==> src/hdl/pfx_eval_pkg.sv <==
// ----------------------------------------------------------------------------
// pfx_eval_pkg
// Shared types and character codes for the postfix expression evaluator.
// ----------------------------------------------------------------------------
package pfx_eval_pkg;

    localparam int WORD_W = 32;
    localparam int CNT_W  = 5;   // counts the bits of one word

    // character codes
    localparam logic [7:0] CH_ZERO  = 8'd48;
    localparam logic [7:0] CH_PLUS  = 8'd43;
    localparam logic [7:0] CH_MINUS = 8'd45;
    localparam logic [7:0] CH_STAR  = 8'd42;
    localparam logic [7:0] CH_SLASH = 8'd47;

    // result status codes
    localparam logic [1:0] ST_OK      = 2'd0;
    localparam logic [1:0] ST_UNDER   = 2'd1;
    localparam logic [1:0] ST_DIVZERO = 2'd2;
    localparam logic [1:0] ST_OVER    = 2'd3;

    typedef enum logic [1:0] {
        OP_ADD = 2'd0,
        OP_SUB = 2'd1,
        OP_MUL = 2'd2,
        OP_DIV = 2'd3
    } op_t;

    typedef enum logic [8:0] {
        S_IDLE   = 9'b000000001,
        S_READ_R = 9'b000000010,
        S_READ_L = 9'b000000100,
        S_LOAD   = 9'b000001000,
        S_CALC   = 9'b000010000,
        S_WRITE  = 9'b000100000,
        S_FINISH = 9'b001000000,
        S_EMIT   = 9'b010000000,
        S_SPARE  = 9'b100000000
    } state_t;

endpackage

==> src/hdl/postfix_expression_evaluator.sv <==
// ----------------------------------------------------------------------------
// postfix_expression_evaluator
// Evaluates a postfix expression streamed one character per transfer.
// ----------------------------------------------------------------------------
// Usage:
//   Slave channel: one character per transfer, s_tdata[7:0] = symbol, s_tlast
//   marks the final character of an expression. Digits (any character other
//   than + - * /) push their code minus 48; operators pop two operands and
//   push the result of 32-bit wrapping arithmetic, divide truncating to zero.
//   Master channel: one transfer per expression, after the character marked
//   last: m_tdata[31:0] = value (top of stack), m_tdata[33:32] = status.
// Sequence:
//   An operand or an underflowing operator takes the transfer and a finish
//   step. A complete operator takes the transfer, two stack memory reads, a
//   load step, the bit-serial add/subtract, shift-add multiply or restoring
//   divide over every bit of the word, one write back and one finish step.
//   A divide by zero skips the bit-serial step. A last item adds an emit
//   step to move the top of stack into the output register.
// Reset and stall:
//   aresetn (synchronous, active low) empties the stack and clears the error;
//   the stack memory itself is not cleared. While the output register holds
//   an untaken result the block still takes characters; the next result
//   waits in the emit step until the output register is free.
// ----------------------------------------------------------------------------
module postfix_expression_evaluator #(
    parameter int STACK_DEPTH = 16
) (
    input  logic        aclk,
    input  logic        aresetn,
    input  logic        s_tvalid,
    output logic        s_tready,
    input  logic [7:0]  s_tdata,   // [7:0] symbol
    input  logic        s_tlast,
    output logic        m_tvalid,
    input  logic        m_tready,
    output logic [39:0] m_tdata    // [31:0] value, [33:32] status, [39:34] zero
);

    localparam int W  = pfx_eval_pkg::WORD_W;
    localparam int CW = $clog2(STACK_DEPTH + 1);
    localparam int AW = (STACK_DEPTH > 1) ? $clog2(STACK_DEPTH) : 1;
    localparam int CNW = pfx_eval_pkg::CNT_W;

    // ------------------------------------------------------------------
    // Registers
    // ------------------------------------------------------------------
    pfx_eval_pkg::state_t state_reg, state_next;
    logic [CW-1:0]  count_reg, count_next;
    logic [1:0]     err_reg, err_next;
    logic           last_reg, last_next;
    pfx_eval_pkg::op_t op_reg, op_next;
    logic [W-1:0]   a_reg, a_next;        // lhs / dividend, then quotient
    logic [W-1:0]   b_reg, b_next;        // rhs / divisor
    logic [W-1:0]   acc_reg, acc_next;    // sum, product or remainder
    logic           carry_reg, carry_next;
    logic           neg_reg, neg_next;
    logic [CNW-1:0] bit_reg, bit_next;
    logic           mvalid_reg, mvalid_next;
    logic [W-1:0]   mvalue_reg, mvalue_next;
    logic [1:0]     mstatus_reg, mstatus_next;

    // stack memory, registered read
    logic [W-1:0]   stack_mem [STACK_DEPTH];
    logic [W-1:0]   rd_data_reg;
    logic [AW-1:0]  rd_addr;
    logic [AW-1:0]  wr_addr;
    logic [W-1:0]   wr_data;
    logic           wr_en;

    // ------------------------------------------------------------------
    // Helpers
    // ------------------------------------------------------------------
    logic           s_xfer;
    logic           out_free;
    logic           is_op;
    logic [CW-1:0]  count_m1;
    logic [CW-1:0]  count_m2;
    logic [W-1:0]   operand_val;
    logic [W-1:0]   lhs_abs;
    logic [W-1:0]   rhs_abs;
    logic           add_b;
    logic           add_s;
    logic           add_c;
    logic [W:0]     rem_sh;
    logic [W:0]     rem_diff;
    logic [W-1:0]   result;

    assign s_tready = (state_reg == pfx_eval_pkg::S_IDLE);
    assign s_xfer   = s_tvalid && s_tready;
    assign out_free = !mvalid_reg || m_tready;

    assign is_op = (s_tdata == pfx_eval_pkg::CH_PLUS)  || (s_tdata == pfx_eval_pkg::CH_MINUS) ||
                   (s_tdata == pfx_eval_pkg::CH_STAR)  || (s_tdata == pfx_eval_pkg::CH_SLASH);

    assign count_m1    = count_reg - CW'(1);
    assign count_m2    = count_reg - CW'(2);
    assign operand_val = {{(W-8){1'b0}}, s_tdata} - {{(W-8){1'b0}}, pfx_eval_pkg::CH_ZERO};

    // operand magnitudes for the divide
    assign lhs_abs = rd_data_reg[W-1] ? (W'(0) - rd_data_reg) : rd_data_reg;
    assign rhs_abs = b_reg[W-1] ? (W'(0) - b_reg) : b_reg;

    // one bit of the serial adder; subtract adds the inverted rhs plus one
    assign add_b = b_reg[0] ^ (op_reg == pfx_eval_pkg::OP_SUB);
    assign add_s = a_reg[0] ^ add_b ^ carry_reg;
    assign add_c = (a_reg[0] & add_b) | (carry_reg & (a_reg[0] ^ add_b));

    // one step of the restoring divide
    assign rem_sh   = {acc_reg, a_reg[W-1]};
    assign rem_diff = rem_sh - {1'b0, b_reg};

    // value written back after the operator
    always_comb begin
        case (op_reg)
            pfx_eval_pkg::OP_DIV: result = neg_reg ? (W'(0) - a_reg) : a_reg;
            default:              result = acc_reg;
        endcase
    end

    // memory port control: read the rhs first, then the lhs
    assign rd_addr = (state_reg == pfx_eval_pkg::S_READ_L) ? count_m2[AW-1:0]
                                                           : count_m1[AW-1:0];
    assign wr_addr = (state_reg == pfx_eval_pkg::S_WRITE) ? count_m2[AW-1:0]
                                                          : count_reg[AW-1:0];
    assign wr_data = (state_reg == pfx_eval_pkg::S_WRITE) ? result : operand_val;
    assign wr_en   = (state_reg == pfx_eval_pkg::S_WRITE) ||
                     (s_xfer && !is_op && (count_reg < CW'(STACK_DEPTH)));

    always_ff @(posedge aclk) begin
        if (wr_en) begin
            stack_mem[wr_addr] <= wr_data;
        end
        rd_data_reg <= stack_mem[rd_addr];
    end

    // ------------------------------------------------------------------
    // Sequencer
    // ------------------------------------------------------------------
    always_comb begin
        state_next   = state_reg;
        count_next   = count_reg;
        err_next     = err_reg;
        last_next    = last_reg;
        op_next      = op_reg;
        a_next       = a_reg;
        b_next       = b_reg;
        acc_next     = acc_reg;
        carry_next   = carry_reg;
        neg_next     = neg_reg;
        bit_next     = bit_reg;
        mvalid_next  = mvalid_reg && !m_tready;
        mvalue_next  = mvalue_reg;
        mstatus_next = mstatus_reg;

        case (state_reg)
            pfx_eval_pkg::S_IDLE: begin
                if (s_xfer) begin
                    last_next  = s_tlast;
                    state_next = pfx_eval_pkg::S_FINISH;
                    case (s_tdata)
                        pfx_eval_pkg::CH_PLUS:  op_next = pfx_eval_pkg::OP_ADD;
                        pfx_eval_pkg::CH_MINUS: op_next = pfx_eval_pkg::OP_SUB;
                        pfx_eval_pkg::CH_STAR:  op_next = pfx_eval_pkg::OP_MUL;
                        default:                op_next = pfx_eval_pkg::OP_DIV;
                    endcase
                    if (is_op) begin
                        if (count_reg < CW'(2)) begin
                            // underflow: leave the stack as it is
                            if (err_reg == pfx_eval_pkg::ST_OK) begin
                                err_next = pfx_eval_pkg::ST_UNDER;
                            end
                        end else begin
                            state_next = pfx_eval_pkg::S_READ_R;
                        end
                    end else if (count_reg < CW'(STACK_DEPTH)) begin
                        count_next = count_reg + CW'(1);
                    end else if (err_reg == pfx_eval_pkg::ST_OK) begin
                        // full stack: drop the operand
                        err_next = pfx_eval_pkg::ST_OVER;
                    end
                end
            end
            pfx_eval_pkg::S_READ_R: begin
                state_next = pfx_eval_pkg::S_READ_L;
            end
            pfx_eval_pkg::S_READ_L: begin
                b_next     = rd_data_reg;
                state_next = pfx_eval_pkg::S_LOAD;
            end
            pfx_eval_pkg::S_LOAD: begin
                a_next     = rd_data_reg;
                acc_next   = '0;
                carry_next = (op_reg == pfx_eval_pkg::OP_SUB);
                neg_next   = 1'b0;
                bit_next   = '0;
                state_next = pfx_eval_pkg::S_CALC;
                if (op_reg == pfx_eval_pkg::OP_DIV) begin
                    if (b_reg == '0) begin
                        // divide by zero pushes zero
                        a_next     = '0;
                        state_next = pfx_eval_pkg::S_WRITE;
                        if (err_reg == pfx_eval_pkg::ST_OK) begin
                            err_next = pfx_eval_pkg::ST_DIVZERO;
                        end
                    end else begin
                        a_next   = lhs_abs;
                        b_next   = rhs_abs;
                        neg_next = rd_data_reg[W-1] ^ b_reg[W-1];
                    end
                end
            end
            pfx_eval_pkg::S_CALC: begin
                bit_next = bit_reg + CNW'(1);
                case (op_reg)
                    pfx_eval_pkg::OP_MUL: begin
                        if (b_reg[0]) begin
                            acc_next = acc_reg + a_reg;
                        end
                        a_next = {a_reg[W-2:0], 1'b0};
                        b_next = {1'b0, b_reg[W-1:1]};
                    end
                    pfx_eval_pkg::OP_DIV: begin
                        if (!rem_diff[W]) begin
                            acc_next = rem_diff[W-1:0];
                        end else begin
                            acc_next = rem_sh[W-1:0];
                        end
                        a_next = {a_reg[W-2:0], !rem_diff[W]};
                    end
                    default: begin
                        // shift the sum in from the top, LSB first
                        acc_next   = {add_s, acc_reg[W-1:1]};
                        carry_next = add_c;
                        a_next     = {1'b0, a_reg[W-1:1]};
                        b_next     = {1'b0, b_reg[W-1:1]};
                    end
                endcase
                if (bit_reg == CNW'(W - 1)) begin
                    state_next = pfx_eval_pkg::S_WRITE;
                end
            end
            pfx_eval_pkg::S_WRITE: begin
                // two popped, one pushed
                count_next = count_m1;
                state_next = pfx_eval_pkg::S_FINISH;
            end
            pfx_eval_pkg::S_FINISH: begin
                state_next = last_reg ? pfx_eval_pkg::S_EMIT : pfx_eval_pkg::S_IDLE;
            end
            pfx_eval_pkg::S_EMIT: begin
                if (out_free) begin
                    mvalid_next = 1'b1;
                    if (count_reg == '0) begin
                        mvalue_next  = '0;
                        mstatus_next = (err_reg != pfx_eval_pkg::ST_OK) ? err_reg
                                                                        : pfx_eval_pkg::ST_UNDER;
                    end else begin
                        mvalue_next  = rd_data_reg;
                        mstatus_next = err_reg;
                    end
                    count_next = '0;
                    err_next   = pfx_eval_pkg::ST_OK;
                    state_next = pfx_eval_pkg::S_IDLE;
                end
            end
            default: begin
                state_next = pfx_eval_pkg::S_IDLE;
            end
        endcase
    end

    always_ff @(posedge aclk) begin
        if (!aresetn) begin
            state_reg  <= pfx_eval_pkg::S_IDLE;
            count_reg  <= '0;
            err_reg    <= pfx_eval_pkg::ST_OK;
            mvalid_reg <= 1'b0;
        end else begin
            state_reg  <= state_next;
            count_reg  <= count_next;
            err_reg    <= err_next;
            mvalid_reg <= mvalid_next;
        end
    end

    always_ff @(posedge aclk) begin
        last_reg    <= last_next;
        op_reg      <= op_next;
        a_reg       <= a_next;
        b_reg       <= b_next;
        acc_reg     <= acc_next;
        carry_reg   <= carry_next;
        neg_reg     <= neg_next;
        bit_reg     <= bit_next;
        mvalue_reg  <= mvalue_next;
        mstatus_reg <= mstatus_next;
    end

    assign m_tvalid = mvalid_reg;
    assign m_tdata  = {6'b0, mstatus_reg, mvalue_reg};

`ifndef ASSERT_OFF
    // stack fill never passes the depth
    a_count_range: assert property (@(posedge aclk) disable iff (!aresetn)
        count_reg <= CW'(STACK_DEPTH))
        else $error("stack count beyond depth");

    // write back only happens with two operands on the stack
    a_write_operands: assert property (@(posedge aclk) disable iff (!aresetn)
        (state_reg == pfx_eval_pkg::S_WRITE) |-> (count_reg >= CW'(2)))
        else $error("write back without two operands");

    // emitting a result clears the stack and the error and shows the result
    a_emit_clears: assert property (@(posedge aclk) disable iff (!aresetn)
        (state_reg == pfx_eval_pkg::S_EMIT && out_free) |=>
            (count_reg == '0 && err_reg == pfx_eval_pkg::ST_OK && mvalid_reg))
        else $error("emit did not clear state");

    // a recorded error holds until the expression ends
    a_err_sticky: assert property (@(posedge aclk) disable iff (!aresetn)
        (err_reg != pfx_eval_pkg::ST_OK && state_reg != pfx_eval_pkg::S_EMIT) |=>
            (err_reg == $past(err_reg)))
        else $error("error code replaced before expression end");
`endif

endmodule

==> config.mk <==
export PLATFORM = sky130hd
export DESIGN_NAME = postfix_expression_evaluator
export DESIGN_NICKNAME = d
export VERILOG_FILES = /design/src/hdl/pfx_eval_pkg.sv /design/src/hdl/postfix_expression_evaluator.sv
export SDC_FILE = /design/constraint.sdc
export NUM_CORES = 1
export LEC_CHECK = 0
export ABC_AREA = 1
export BUFFER_PORTS_ARGS = -buffer_cell sky130_fd_sc_hd__buf_4
export CAP_MARGIN = 20
export CORE_UTILIZATION = 30
export DETAILED_ROUTE_END_ITERATION = 6
export GPL_ROUTABILITY_DRIVEN = 0
export MAX_ROUTING_LAYER = met4
export SYNTH_ARGS = -nofsm -noshare
export SYNTH_HDL_FRONTEND = slang
export SYNTH_SLANG_ARGS = --single-unit
==> constraint.sdc <==
create_clock -name aclk -period 4 [get_ports aclk]
set_input_delay 1 -clock aclk [delete_from_list [all_inputs] [get_ports aclk]]
set_output_delay 1 -clock aclk [all_outputs]
set_load 0.1 [all_outputs]
Word-level counts from Yosys, hierarchy flattened
Memory sizes are Yosys's and may differ from the RTL's. A register that Yosys moved wholly into a read port is not among the register bits.
Cells that the tools add are included.
{"block": "word_totals", "word_cells": 154, "output_inout_bits": 42, "input_bits": 13, "mem_count": 1, "register_bits": 157, "ramBits": 512}
{"memory": "stack_mem", "depth": 16, "width": 32, "read_ports": 1, "rd_ports_with_merged_regs": 1, "write_ports": 1, "line": "postfix_expression_evaluator.sv:63", "source": "logic [W-1:0] stack_mem [STACK_DEPTH];"}
{"block": "classes", "n_addsub": 10, "eq_ne": 32, "mux": 54, "n_lt_le_gt_ge": 2, "n_reduce_logical": 32, "bitwise": 8}
{"operator": "two-way mux 32 bit", "count": 12}
{"operator": "one-hot mux 32 bit (2 select lines)", "count": 4}
{"operator": "one-hot mux 32 bit (3 select lines)", "count": 1}
{"operator": "subtractor 1 x 32 -> 32 bit (first input constant)", "count": 3}
{"operator": "one-hot mux 9 bit (8 select lines)", "count": 1}
{"operator": "subtractor 33 x 32 -> 33 bit", "count": 1}
{"operator": "adder 32 bit", "count": 1}
{"operator": "== test 8 x 6 -> 1 bit (second input constant)", "count": 4}
{"operator": "logical NOT 32 bit", "count": 1}
{"operator": "two-way mux 9 bit", "count": 3}
{"operator": "two-way mux 2 bit", "count": 12}
{"operator": "two-way mux 5 bit", "count": 4}
{"operator": "inequality test 2 bit (second input constant)", "count": 10}
{"operator": "one-hot mux 5 bit (3 select lines)", "count": 1}
{"operator": "two-way mux 7 bit", "count": 2}
{"operator": "two-way mux 6 bit", "count": 2}
{"operator": "one-hot mux 2 bit (3 select lines)", "count": 2}
{"operator": "adder 5 x 1 -> 5 bit (second input constant)", "count": 2}
{"operator": "one-hot mux 5 bit (2 select lines)", "count": 1}
{"operator": "AND reduction 5 bit", "count": 2}
{"operator": "== test 9 x 1 -> 1 bit (second input constant)", "count": 1}
{"operator": "== test 9 x 2 -> 1 bit (second input constant)", "count": 1}
{"operator": "== test 9 x 3 -> 1 bit (second input constant)", "count": 1}
{"operator": "== test 9 x 4 -> 1 bit (second input constant)", "count": 1}
{"operator": "35 further kinds", "count": 65}

Depth between registers and ports, before layout
Gate-level depths: netlist (run 1).
{"block": "logic_depth", "word_depth": 10, "ltp_mapped": 20, "ltp_nobuf": 19}

Worst setup path before layout (run 1)
No wires, ideal clock.
{"block": "synth_path", "path_type": "input to register", "startpoint": "input s_tdata[4]", "endpoint": "memory stack_mem[11][0] (netlist bit), enable pin", "arrival_ps": 3519, "path_slack_ps": 60, "cell_stages": 12, "path_buffers": 0, "required_time_ps": 3579, "setup_ps": 421, "path_cell_list": "inv_1 -> ha_1 -> nor3b_1 -> nand2_1 -> nand2_1 -> inv_1 -> nor2_1 -> inv_1 -> nand3_2 -> nor2_2 -> nand3b_1 -> nor2_1"}
{"block": "synth_via", "elab_chain_cells": 10, "elab_cells_between_ends": 13, "cone_classes": "4 x eq/ne; 2 x mux; 7 x reduce/logical"}
{"item": "start: declaration", "line": "postfix_expression_evaluator.sv:32", "source": "input logic [7:0] s_tdata,"}
{"item": "== test 8 x 6 -> 1 bit", "line": "postfix_expression_evaluator.sv:92", "source": "assign is_op = (s_tdata == pfx_eval_pkg::CH_PLUS) || (s_tdata == pfx_eval_pkg::CH_MINUS) ||"}
{"item": "logical OR 1 bit (2 in a row)", "line": "postfix_expression_evaluator.sv:92"}
{"item": "logical OR 1 bit *", "line": "postfix_expression_evaluator.sv:93", "source": "(s_tdata == pfx_eval_pkg::CH_STAR) || (s_tdata == pfx_eval_pkg::CH_SLASH);"}
{"item": "logical NOT 1 bit *", "line": "postfix_expression_evaluator.sv:127", "source": "(s_xfer && !is_op && (count_reg < CW'(STACK_DEPTH)));"}
{"item": "logical AND 1 bit * (2 in a row)", "line": "postfix_expression_evaluator.sv:127"}
{"item": "logical OR 1 bit *", "line": "postfix_expression_evaluator.sv:126", "source": "assign wr_en = (state_reg == pfx_eval_pkg::S_WRITE) ||"}
{"item": "two-way mux 1 bit *", "line": "postfix_expression_evaluator.sv:130", "source": "if (wr_en) begin"}
{"item": "two-way mux 1 bit (implied by the code) *", "line": "postfix_expression_evaluator.sv:131", "source": "stack_mem[wr_addr] <= wr_data;"}
{"item": "end: declaration", "line": "postfix_expression_evaluator.sv:63"}
Mark *: on every way between the ends. The rest lies on a longest branch, timed or not.

Worst setup path after layout (run 1)
{"block": "layout_path", "startpoint": "register a_reg[31]", "endpoint": "register acc_reg[2] (data pin)"}
{"block": "layout_via", "elab_chain_cells": 4}
{"item": "start: declaration", "line": "postfix_expression_evaluator.sv:52", "source": "logic [W-1:0] a_reg, a_next;"}
{"item": "start signal: assignment", "line": "postfix_expression_evaluator.sv:289", "source": "a_reg <= a_next;"}
{"item": "subtractor 33 x 32 -> 33 bit", "line": "postfix_expression_evaluator.sv:110", "source": "assign rem_diff = rem_sh - {1'b0, b_reg};"}
{"item": "two-way mux 32 bit", "line": "postfix_expression_evaluator.sv:223", "source": "if (!rem_diff[W]) begin"}
{"item": "one-hot mux 32 bit (2 select lines)", "line": "postfix_expression_evaluator.sv:214", "source": "case (op_reg)"}
{"item": "one-hot mux 32 bit (2 select lines)", "line": "postfix_expression_evaluator.sv:155", "source": "case (state_reg)"}
{"item": "end signal: assignment", "line": "postfix_expression_evaluator.sv:291", "source": "acc_reg <= acc_next;"}
{"item": "end: declaration", "line": "postfix_expression_evaluator.sv:54", "source": "logic [W-1:0] acc_reg, acc_next;"}
Every way passes these cells.
A chain may end at the register's enable or synchronous reset.

==> flow_metrics.py, run 1 <==
metrics = {
    "timing": {
        "post-route-min-period_ns": 3.48,
        "post-route-period-util_pct": 87.0,
        "hold_violations": 0,
        "maxSlewViolCount": 0,
        "grt_setup_unrepaired": "no",
        "tightestPinTransition_ns": 1.14,
        "timing.fmax_ghz": 0.288,
        "finalSetupViolCount": 0,
        "whs_ns": 0.491,
        "finalSetupTns_ns": 0,
        "slew_headroom_pct": 24.2,
        "skew_ns": 0.0340,
    },
    "routing": {
        "first_iter_violations": 3601,
        "first_pass_iters": 5,
        "vias": 29200,
        "wl_per_cell_microns": 20.8,
        "drc": 0,
        "dr_wl_met3_microns": 9760,
        "wl_met2_microns": 52400,
        "ant_nets": 0,
        "wl_met1_microns": 50500,
        "viasPerCell": 5.18,
        "highest_layer": "met4",
        "wirelength_microns": 117000,
    },
    "cts": {
        "cts-htree-levels": 3,
        "cts_made_buffers": 78,
        "cts_tree": "built",
        "cts_setup_buffers": 0,
        "clkSinkCount": 700,
        "clk_latency_ns": 0.65,
        "path_clk_slew_ns": 0.06,
        "hold_buffers": 0,
        "clk_path_buf_depth": 3,
        "ctsResizeCount": 0,
        "cts_root_buffer": "clkbuf_16",
    },
    "setup_path": {
        "path_class": "reg -> reg",
        "r2r_end": "acc_reg[2]",
        "crit_required_ns": 4.36,
        "startpoint_type": "flip-flop",
        "slowest_delay_ns": 0.45,
        "path_max_fanout": 30,
        "rrSetupSlack_ns": 0.52,
        "crit_chain": "inv_1, ha_1, inv_1, fa_1, nand2_1, nand2_1, nand3_1, nand2_1, nand2_1, nand2_1, nand2_1, nand3_1, nand2_1, buf_4, o21ai_0, nand3_1, a21oi_1",
        "arrival_ns": 3.83,
        "cp_slowest_cell": "edfxtp_1",
        "reg2regPathDepth": 17,
        "cp_common_cell": "nand2_1",
        "timing.rr.start": "a_reg[31]",
        "setup.worst_path.end_class": "flip-flop",
    },
    "flow_run": {
        "drv_cap": 0,
    },
    "run_status": {
        "status": "finished clean",
    },
    "synth": {
        "syn_inst": 3906,
        "synth_most_common_cell": "nand2_1",
        "seq_area_frac_synth_pct": 56.2,
        "yosys_register_bits": 700,
        "yosys.area_share.simple_pct": 18.8,
        "synthFlopType": "edfxtp_1",
        "synth_compound_area_share_pct": 13.6,
        "synth_edf_count": 652,
        "synth_fa_ha_area_share_pct": 2.76,
        "synth_top_family_by_area": "simple AND/OR/NAND/NOR gates",
        "ys_warn_count": 0,
        "yosysTopAreaCellShare_pct": 53.5,
        "synthDistinctLibCells": 54,
        "muxShareOfSynthArea_pct": 0,
        "synth.avg_cell_area_sq_um": 9.36,
        "yosys.area.top_type": "edfxtp_1",
        "synth_common_cells": "699 x nand2_1, 652 x edfxtp_1, 457 x inv_1",
        "synth_area_sq_um": 36600,
        "synthTopCellsByArea": "edfxtp_1 54%, nand2_1 7.2%, o21ai_0 5.5%, nand3_1 5.1%, inv_1 4.7%",
        "synth-async-reset-ratio_pct": 0,
        "synthXorXnorAreaFrac_pct": 1.73,
    },
    "global_routing": {
        "grt_max_degree": 145,
        "antenna_found_initial": 7,
        "overflow": 0,
        "grt_pass1_wl_microns": 174000,
        "grt_pass1_vias": 27200,
        "grt_usage_pct": 19.3,
    },
    "hold_path": {
        "whs_path_depth": 2,
        "min-delay-start": "err_reg[0]",
        "hold_path_class": "reg -> reg",
        "min_to": "err_reg[0]",
    },
    "place": {
        "post_dp_cell_area_sq_um": 39500,
        "hpwl_microns": 82200,
        "placement.io_buffers": 48,
    },
    "pwr": {
        "p_per_area_nw_per_um2": 653,
        "peakVddDrop_uv": 671,
        "leakage_nw": 16.2,
    },
    "floorplan": {
        "num_rows": 127,
        "die_area_sq_um": 123000,
        "io_pins": 55,
        "die_height_microns": 351,
        "start_util_pct": 30.4,
        "core_area_sq_um": 120000,
        "die_w_microns": 351,
    },
    "cells_and_area": {
        "largest_reg_flops": 512,
        "drive_gt1_share_pct": 8.55,
        "syn2layout_area_growth_pct": 15.3,
        "fillers": 12200,
        "fin_area_sq_um": 42100,
        "nets": 4051,
        "regMostFlops": "stack_mem",
    },
}
==> metrics by stage <==
step	power [mW]	utilization [%]	cells	worst slack [ns]
CTS	27.6	35.0	5633	0.594
global route	28.9	35.0	5638	0.120
floorplan	15.8	-	3911	0.0600
global placement	20.1	32.8	5489	0.0694
detailed placement	20.2	32.8	5489	0.0911
finish	27.5	35.0	5640	0.522
==> kinds of logic after synthesis <==
group | after synthesis
AOI/OAI and AO/OA | 843
xor gates and xnor gates | 70
adders and majority gates | 79
buffers and inverters | 644
DFF | 700
other | 1
and+or+nand+nor | 1569
==> worst max-delay path, delay by kind of cell (launching register included) <==
family	cells	cell delay [ns]
fa+ha+maj	2	0.63
simple gates	10	1.22
buf+inv	3	0.62
flops	1	0.45
compound gates	2	0.24
==> where the power goes <==
part	switching (mW)	internal, mW
logic	7.58	3.24
clock network	3.06	4.30
registers	0.311	9.05
total	11.0	16.6
==> layout make-up <==
cell class / count / area (sq um) / area share [%]
tap: 1612 / 2020 / 4.79
timing repair buffer: 145 / 1520 / 3.61
antenna: 5 / 12.5 / 0.0297
inverter: 467 / 1760 / 4.18
sequential: 700 / 20500 / 48.7
clock inverter: 48 / 517 / 1.23
clock buffer: 96 / 2100 / 4.99
multi-input combinational: 2567 / 13700 / 32.5
==> per-layer routing <==
layer	global-route usage, %	vias to the layer above
met4	7.14	0
li1	-	13600
met5	-	-
met3	2.77	212
met1	26.1	14100
met2	29.2	1312
==> placed cells by master, fill, tap and decap left out, types with 9 or more instances in the layout <==
cell       count
o22ai_1       10
clkinv_1      16
buf_12        33
xor2_1        55
buf_4        110
o21ai_0      398
nor4_1         9
inv_1        456
nand2_1      697
nand3_1      376
o211ai_1     124
ha_1          76
or2_1         52
o21bai_1      87
nor2_4        15
a21oi_1      153
or2_0         27
clkinv_2      13
dfxtp_1       48
nand4_1       31
nor3_1        33
edfxtp_1     652
or2_2         31
o221ai_1      34
clkbuf_1      12
clkbuf_16     80
xnor2_1       14
nor2_1       275
==> worst max path at each step <==
stage,depth (start not counted),endpoint,from,slack [ns]
finish,17,acc_reg[2],a_reg[31],0.52
global route,13,stack_mem[5][24],a_reg[0],0.12
CTS,12,stack_mem[3][22],a_reg[1],0.59
detailed placement,13,stack_mem[10][17],s_tdata[4],0.09
global placement,13,stack_mem[10][13],s_tdata[4],0.07
floorplan,12,stack_mem[11][0],s_tdata[4],0.06
(Power assumes the default switching activity.)
==> run 2: changes to the inputs <==
Clock period 4 ns to 4.4 ns, I/O delays scaled along.
==> flow_metrics.py, run 2 (synthesis gave the netlist of run 1 again) <==
metrics = {
    "timing": {
        "skew_ns": 0.0405,
        "hold_violations": 0,
        "tightestPinTransition_ns": 1.20,
        "post-route-period-util_pct": 79.8,
        "whs_ns": 0.494,
        "finalSetupTns_ns": 0,
        "grt_setup_unrepaired": "no",
        "maxSlewViolCount": 0,
        "post-route-min-period_ns": 3.51,
        "finalSetupViolCount": 0,
        "slew_headroom_pct": 19.9,
        "timing.fmax_ghz": 0.285,
    },
    "place": {
        "placement.io_buffers": 48,
        "hpwl_microns": 81900,
    },
    "cts": {
        "cts_setup_buffers": 0,
        "cts-htree-levels": 3,
        "cts_made_buffers": 77,
        "cts_root_buffer": "clkbuf_16",
        "hold_buffers": 0,
        "clk_latency_ns": 0.66,
        "clkSinkCount": 700,
        "ctsResizeCount": 0,
        "path_clk_slew_ns": 0.06,
        "cts_tree": "built",
        "clk_path_buf_depth": 3,
    },
    "cells_and_area": {
        "fillers": 12200,
        "nets": 4045,
        "syn2layout_area_growth_pct": 14.4,
        "regMostFlops": "stack_mem",
        "largest_reg_flops": 512,
        "mostFrequentLayoutCell": "nand2_1",
        "fin_util_pct": 34.7,
        "drive_gt1_share_pct": 8.31,
        "mostFrequentLayoutCells": "697 x nand2_1, 652 x edfxtp_1, 456 x inv_1",
    },
    "pwr": {
        "leakage_nw": 16.0,
        "p_per_area_nw_per_um2": 587,
        "peakVddDrop_uv": 616,
    },
    "floorplan": {
        "core_area_sq_um": 120000,
        "num_rows": 127,
        "die_height_microns": 351,
        "die_w_microns": 351,
        "die_area_sq_um": 123000,
        "start_util_pct": 30.4,
        "io_pins": 55,
    },
    "routing": {
        "first_pass_iters": 6,
        "ant_nets": 0,
        "viasPerCell": 5.15,
        "wirelength_microns": 117000,
        "drc": 0,
        "first_iter_violations": 3206,
        "wl_per_cell_microns": 20.8,
        "vias": 29000,
    },
    "hold_path": {
        "whs_path_depth": 0,
        "hold_path_class": "reg -> reg",
    },
    "flow_run": {
        "drv_cap": 0,
    },
    "global_routing": {
        "grt_pass1_wl_microns": 174000,
        "overflow": 0,
        "grt_usage_pct": 19.3,
        "grt_max_degree": 257,
        "antenna_found_initial": 7,
        "grt_pass1_vias": 27000,
    },
    "setup_path": {
        "startpoint_type": "flip-flop",
        "rrSetupSlack_ns": 0.89,
        "setup.worst_path.end_class": "flip-flop",
        "crit_required_ns": 4.73,
        "arrival_ns": 3.84,
        "reg2regPathDepth": 11,
        "path_class": "reg -> reg",
        "path_max_fanout": 17,
    },
    "run_status": {
        "status": "finished clean",
    },
}
==> run 2: cell count changes in the layout (fill, tap and decap cells not counted), sizes merged <==
cell      before  now
clkinvlp       1    2
clkbuf        97  101
diode          5    6
bufinv         8    3
clkinv        33   36
buf          144  140
inv          473  468
==> run 2: final timing paths <==
kind | start | endpoint
worst max-delay path | b_reg[0] | b_reg[26]
worst min-delay path | err_reg[1] | mstatus_reg[1]
worst max register to register | b_reg[0] | b_reg[26]
worst min register to register | err_reg[1] | mstatus_reg[1]
==> run 2: final cells by class <==
class | instances | area, sq um | share of cell area (%)
Inverter | 467 | 1760 | 4.21
Antenna cell | 6 | 15.0 | 0.0359
Clock inverter | 42 | 439 | 1.05
Clock buffer | 101 | 2080 | 4.97
Timing Repair Buffer | 140 | 1300 | 3.10
Sequential cell | 700 | 20500 | 49.1
Multi-Input combinational cell | 2567 | 13700 | 32.7
Tap cell | 1612 | 2020 | 4.82
==> run 2: metrics by stage <==
step | total power [mW] | instance area, sq um | instances | setup WS (ns)
finish | 24.6 | 41800 | 5635 | 0.889
global route | 25.7 | 41800 | 5634 | 0.682
CTS | 24.5 | 41700 | 5625 | 0.940
detailed placement | 18.2 | 39200 | 5482 | 0.395
global placement | 18.0 | 39100 | 5478 | 0.251
floorplan | 14.4 | 36600 | 3911 | 0.360
==> run 2: per-layer routing <==
metal,routed length (microns),GRT usage [%]
met1,50500,26.2
met2,52200,28.9
met3,10600,3.45
met4,4150,6.71
met5,0,-
==> run 2: report_power, final <==
group	leakage (nW)	internal, mW	switching (mW)	total (mW)
Clock	1.22	3.57	2.82	6.38
Combinational	8.56	2.78	6.86	9.65
Sequential	6.27	8.23	0.302	8.53
Total	16.0	14.6	9.98	24.6
==> run 2: worst max-delay path, cell delays in order, from the launching register on <==
cell and delay (ns):
edfxtp_1 0.51, inv_1 0.10, ha_1 0.25, nand2_1 0.17, nor2_1 0.11, nand2_1 0.13
nor2_1 0.08, nand3_1 0.22, a21oi_1 0.11, a211oi_1 0.52, o21a_1 0.75, buf_12 0.25
